--- config.mk ---
export PLATFORM = sky130hd
export DESIGN_NAME = rqb_ctrl
export DESIGN_NICKNAME = d
export VERILOG_FILES = /design/src/rtl/rqb_pkg.sv /design/src/rtl/rqb_ctrl.sv
export SDC_FILE = /design/constraint.sdc
export NUM_CORES = 1
export LEC_CHECK = 0
export BUFFER_PORTS_ARGS = -buffer_cell sky130_fd_sc_hd__buf_2
export CORE_AREA = 3 3 40 42
export CTS_CLUSTER_SIZE = 28
export DETAILED_ROUTE_END_ITERATION = 8
export DIE_AREA = 0 0 43 45
export PLACE_DENSITY_LB_ADDON = 0.1
export SETUP_SLACK_MARGIN = 0.02
export SLEW_MARGIN = 20
export SYNTH_ARGS = -nofsm -noshare
export SYNTH_HDL_FRONTEND = slang
export SYNTH_SLANG_ARGS = --single-unit
--- constraint.sdc ---
create_clock -name clk_i -period 2 [get_ports clk_i]
set_clock_uncertainty 0.05 [all_clocks]
set_input_delay 0.1 -clock clk_i [delete_from_list [all_inputs] [get_ports clk_i]]
set_output_delay 0.1 -clock clk_i [all_outputs]
set_load 0.005 [all_outputs]
--- src/rtl/rqb_pkg.sv ---
`default_nettype none
package rqb_pkg;

  typedef enum logic [1:0] {
    KIND_POLL = 2'd0,
    KIND_ENQ  = 2'd1,
    KIND_ACK  = 2'd2,
    KIND_FAIL = 2'd3
  } kind_e;

  localparam logic [1:0] STATUS_OK      = 2'd0;
  localparam logic [1:0] STATUS_FULL    = 2'd1;
  localparam logic [1:0] STATUS_UNKNOWN = 2'd2;

  localparam logic [0:0] CFG_BASE = 1'b0;
  localparam logic [0:0] CFG_MAX  = 1'b1;

  localparam logic [47:0] TIME_MAX = 48'hFFFF_FFFF_FFFF;

  // Commands from the controller to the datapath.
  typedef struct packed {
    logic load;      // capture the input item, clear the scan results
    logic search;    // compare the entry at the scan pointer with the id
    logic shift;     // copy entry ptr+1 into entry ptr
    logic drop_last; // decrement the count after compaction
    logic fail_upd;  // update backoff of the found entry
    logic enq;       // append a new entry
    logic scan;      // look for the oldest due entry
    logic ptr_clr;   // reset the scan pointer
    logic ptr_inc;   // advance the scan pointer
    logic emit;      // drive a result
  } rqb_cmd_t;

  // Status from the datapath to the controller.
  typedef struct packed {
    logic ptr_last;  // pointer has reached count (end of held entries)
    logic shift_end; // pointer+1 has reached count
    logic hit;       // entry at pointer matches the id
    logic full;
  } rqb_sts_t;

endpackage
`default_nettype wire

--- src/rtl/rqb_ctrl.sv ---
`default_nettype none
module rqb_ctrl (
  input  wire logic              clk_i,
  input  wire logic              rst_ni,
  input  wire logic              start_i,
  input  wire logic [1:0]        kind_i,
  input  wire rqb_pkg::rqb_sts_t sts_i,
  output rqb_pkg::rqb_cmd_t      cmd_o,
  output logic                   busy_o
);

  localparam logic [2:0] S_IDLE   = 3'd0;
  localparam logic [2:0] S_SEARCH = 3'd1;
  localparam logic [2:0] S_SHIFT  = 3'd2;
  localparam logic [2:0] S_PARK   = 3'd3;
  localparam logic [2:0] S_ENQ    = 3'd4;
  localparam logic [2:0] S_SCAN   = 3'd5;
  localparam logic [2:0] S_EMIT   = 3'd6;

  logic [2:0] state_q, state_d;
  logic [1:0] kind_q;

  always_comb begin
    state_d = state_q;
    cmd_o   = '0;
    busy_o  = (state_q != S_IDLE);
    unique case (state_q)
      S_IDLE: begin
        if (start_i) begin
          cmd_o.load    = 1'b1;
          cmd_o.ptr_clr = 1'b1;
          unique case (kind_i)
            rqb_pkg::KIND_POLL: state_d = S_SCAN;
            rqb_pkg::KIND_ENQ:  state_d = S_PARK;
            default:            state_d = S_SEARCH;
          endcase
        end
      end
      S_SEARCH: begin
        cmd_o.search = 1'b1;
        if (sts_i.ptr_last) begin
          cmd_o.ptr_clr = 1'b1;
          state_d = S_SCAN;
        end else if (sts_i.hit) begin
          if (kind_q == rqb_pkg::KIND_FAIL) begin
            cmd_o.fail_upd = 1'b1;
            cmd_o.ptr_clr  = 1'b1;
            state_d = S_SCAN;
          end else begin
            state_d = S_SHIFT;
          end
        end else begin
          cmd_o.ptr_inc = 1'b1;
        end
      end
      S_SHIFT: begin
        if (sts_i.shift_end) begin
          cmd_o.drop_last = 1'b1;
          cmd_o.ptr_clr   = 1'b1;
          state_d = S_SCAN;
        end else begin
          cmd_o.shift   = 1'b1;
          cmd_o.ptr_inc = 1'b1;
        end
      end
      S_PARK: begin
        // Walk the pointer up to the count, where the new entry goes.
        if (sts_i.ptr_last) begin
          state_d = S_ENQ;
        end else begin
          cmd_o.ptr_inc = 1'b1;
        end
      end
      S_ENQ: begin
        cmd_o.enq     = 1'b1;
        cmd_o.ptr_clr = 1'b1;
        state_d = S_SCAN;
      end
      S_SCAN: begin
        cmd_o.scan = 1'b1;
        if (sts_i.ptr_last) begin
          state_d = S_EMIT;
        end else begin
          cmd_o.ptr_inc = 1'b1;
        end
      end
      S_EMIT: begin
        cmd_o.emit = 1'b1;
        state_d = S_IDLE;
      end
      default: state_d = S_IDLE;
    endcase
  end

  always_ff @(posedge clk_i or negedge rst_ni) begin
    if (!rst_ni) begin
      state_q <= S_IDLE;
      kind_q  <= rqb_pkg::KIND_POLL;
    end else begin
      state_q <= state_d;
      if (cmd_o.load) begin
        kind_q <= kind_i;
      end
    end
  end

endmodule
`default_nettype wire

==> summary.txt <==
Drt
  – Via density: ~4.9
  – Post-DRT Antenna Nets: 0
  – DR vias: 429
  – Post-DR wirelength/cell: approximately 11 um
  – DR pass1 iterations: 2
  – DRC: 0
  – Initial DRC Count: 5
  – Wirelength, routed: just under 1000 um

Logic synthesis
  – Mapped Nets: 60
  – Netlist cell types: 28
  – Warnings, synthesis: 0
  – Mux contribution to synthesized area: 7.85%
  – Compound-Gate Fraction of Synth Area: between 10% and 20%
  – Fraction of the mapped netlist area in adder cells: 0%
  – Largest family of logic cells by synthesized area: simple AND/OR/NAND/NOR gates
  – Synth Area in Simple Gates: slightly above 40%
  – Post-Syn Instances: approximately 50
  – Mean post-synth cell area: between 8 and 9 sq um
  – Post-synthesis sequential area ratio: a little under a third
  – Synth Area in XOR/XNOR: 0%
  – Mapped cell area: between 400 and 500 sq um
  – Seq cells post-synth: 5

Setup path
  – Crit path required time: 1.85 ns
  – Slowest-stage cell, CP: dfrtp_1
  – CP Class: reg -> out
  – CP Cell Sequence: buf_4 > nor3b_1 > o21ai_0 > nand2_1 > buf_2
  – CP peak stage delay: roughly 0.43 ns
  – Worst endpoint data arrival time: 1.62 ns
  – CP max FO: 6
  – Crit end category: output port
  – Buf+Inv Stages, Crit Path: 2
  – Crit path launch type: flip-flop
  – Critical path's top delay family: simple AND/OR/NAND/NOR gates

Global route
  – Pin count of the biggest net entering global routing: 11
  – Global-route wire length before repair: 1540 um
  – Number of global-route vias before repair: between 300 and 400
  – Antenna violations before repair: 0
  – Total GRT Usage: between 10% and 20%
  – GRT overflow: 0

Status
  – Status: finished, final reports clean

Clock network
  – Clock sink count: 5
  – H-Tree Depth: 1
  – CTS Buf Count: 3
  – Skew-Pair Late Insertion Delay: 0.25 ns
  – Clock Tree Root: clkbuf_4
  – Deepest clock path buffer count: 2
  – CTS clk-pin slew, worst paths: 0.05 ns
  – CTS tree: done

Timing
  – Slew of the pin with the lowest slew margin: 0.378 ns
  – Final slew viol count: 0
  – Relative slew slack: roughly three quarters
  – Final hold viol count: 0
  – Tcrit/Tclk final: about 89%
  – Setup violations, final: 0
  – RSZ-0062 raised after global routing: no
  – Min cycle time layout: approximately 1.8 ns
  – Setup TNS: 0 ns
  – Fmax: between 500 and 600 MHz
  – Hold WS: ~0.063 ns

Min path
  – Hold/Removal Path Class: in -> reg

Pwr
  – Power Density: 1460 nW/um^2
  – Static Leakage: about 0.0003 uW
  – Worst vdd ir: a little over 500 uV
  – Total power: about 810 uW

Final layout
  – Register area: between 100 and 150 sq um
  – Area of the multi-input gates: about 250 sq um
  – Filler cell count: between 100 and 150
  – Share of cells above drive strength 1: ~40%
  – Ant. Diodes: 0
  – Nets: slightly above 80
  – P&R area growth vs syn: 33.8%

Job
  – Max-cap violations: 0

Placed design
  – Final GP Congestion: 0.718
  – I/O Buffers: 18
  – Dpl hpwl: ~800 um

Floorplanning
  – # rows: 13
  – Starting Density: about a third
  – Die Area: approximately 1900 sq um
  – Chip Width: between 40 and 50 um
  – Chip Height: 45 um
  – Core area: ~1300 sq um
  – Ports: 20
[metrics by stage]
| step | instances | util [%] | setup WS (ns) | area, sq um |
|---|---|---|---|---|
| finish | 88 | 43.1 | 0.230 | 554 |
| global route | 88 | 43.1 | 0.0389 | 554 |
| CTS | 88 | 43.1 | 0.199 | 554 |
| detailed placement | 83 | 40.3 | 0.353 | 518 |
| global placement | 83 | 40.3 | 0.344 | 518 |
| floorplan | 51 | - | 0.388 | 414 |
[worst paths after layout]
path                       depth (start not counted)         end  slack (ns)        from
min reg2reg                                        1   kind_q[1]        0.47   kind_q[1]
max in group asynchronous                          2  state_q[0]        1.61      rst_ni
max reg2reg                                        4  state_q[1]        0.36  state_q[2]
max                                                5    cmd_o[2]        0.23  state_q[0]
min in group asynchronous                          2  state_q[1]        0.15      rst_ni
min                                                2   kind_q[1]        0.06   kind_i[1]
[synth_stat cells]
master	n	area (sq um)
nand3b_1	2	15.0
or3_4	1	11.3
mux2i_1	1	10.0
clkbuf_1	1	3.75
nor3_1	3	15.0
nand2b_1	2	12.5
nand3_1	1	5.00
a21oi_1	2	10.0
a21o_1	1	7.51
dfrtp_1	5	125
o2bb2ai_1	1	8.76
o21ai_0	2	10.0
nor4_1	1	6.26
and3_1	2	12.5
o32a_1	1	10.0
nor2_1	5	18.8
inv_1	4	15.0
a211oi_1	1	7.51
nor2_2	2	12.5
nor4b_1	1	8.76
or3_1	1	6.26
and3_4	1	11.3
buf_6	1	11.3
nor2b_1	1	6.26
nand2_1	3	11.3
nor3b_1	2	15.0
mux2_2	2	22.5
buf_2	1	5.00
[where the power goes]
group	internal, uW	total [uW]	switching (uW)
combinational	245	457	212
clock	75.9	125	49.0
sequential	155	229	74.1
total	476	812	336
[layout by cell type, fill, tap and decap left out, types with 2 or more instances in the layout]
master	Yosys	routed
nor3_1	3	3
nor2_1	5	5
o21ai_0	2	2
nand2_1	3	3
nor2_2	2	2
and3_1	2	2
clkbuf_4	0	3
dfrtp_1	5	5
mux2_2	2	2
nand2b_1	2	2
a21oi_1	2	2
nor3b_1	2	2
nand3b_1	2	2
buf_4	0	2
inv_1	4	4
buf_2	1	18
[cells by family (layout without fill, tap and decap cells)]
family | Yosys count | in the layout
AOI/OAI and AO/OA | 8 | 8
buffers and inverters | 7 | 29
DFF | 5 | 5
muxes | 3 | 3
and+or+nand+nor | 28 | 28
[registers in the layout (all words and copies together) (netlist names)]
name,count
kind_q,2
state_q,3
[routing by layer]
metal  wire length (um)  global-route usage [%]  share of wire (%)
met3                 58                    2.39                5.9
met4                 45                    12.7                4.6
met5                  0                       0                  0
met1                437                    13.7                 44
met2                444                    16.5                 45
[layout make-up]
| type | count | area share, % |
|---|---|---|
| multi-input cells | 39 | 45.8 |
| well taps | 15 | 3.39 |
| clock buffers | 4 | 4.74 |
| flip-flops and latches | 5 | 22.6 |
| inverters | 4 | 2.71 |
| repair buffers | 21 | 20.8 |
[timing repair]
| item | 4_1_cts | 5_1_grt |
|---|---|---|
| gates resized for setup | 0 | 0 |
| buffers inserted | 0 | 0 |
| hold buffers | 1 | 0 |
| hold endpoints to repair | 5 | 0 |
Power figures use the tool's default switching activity.
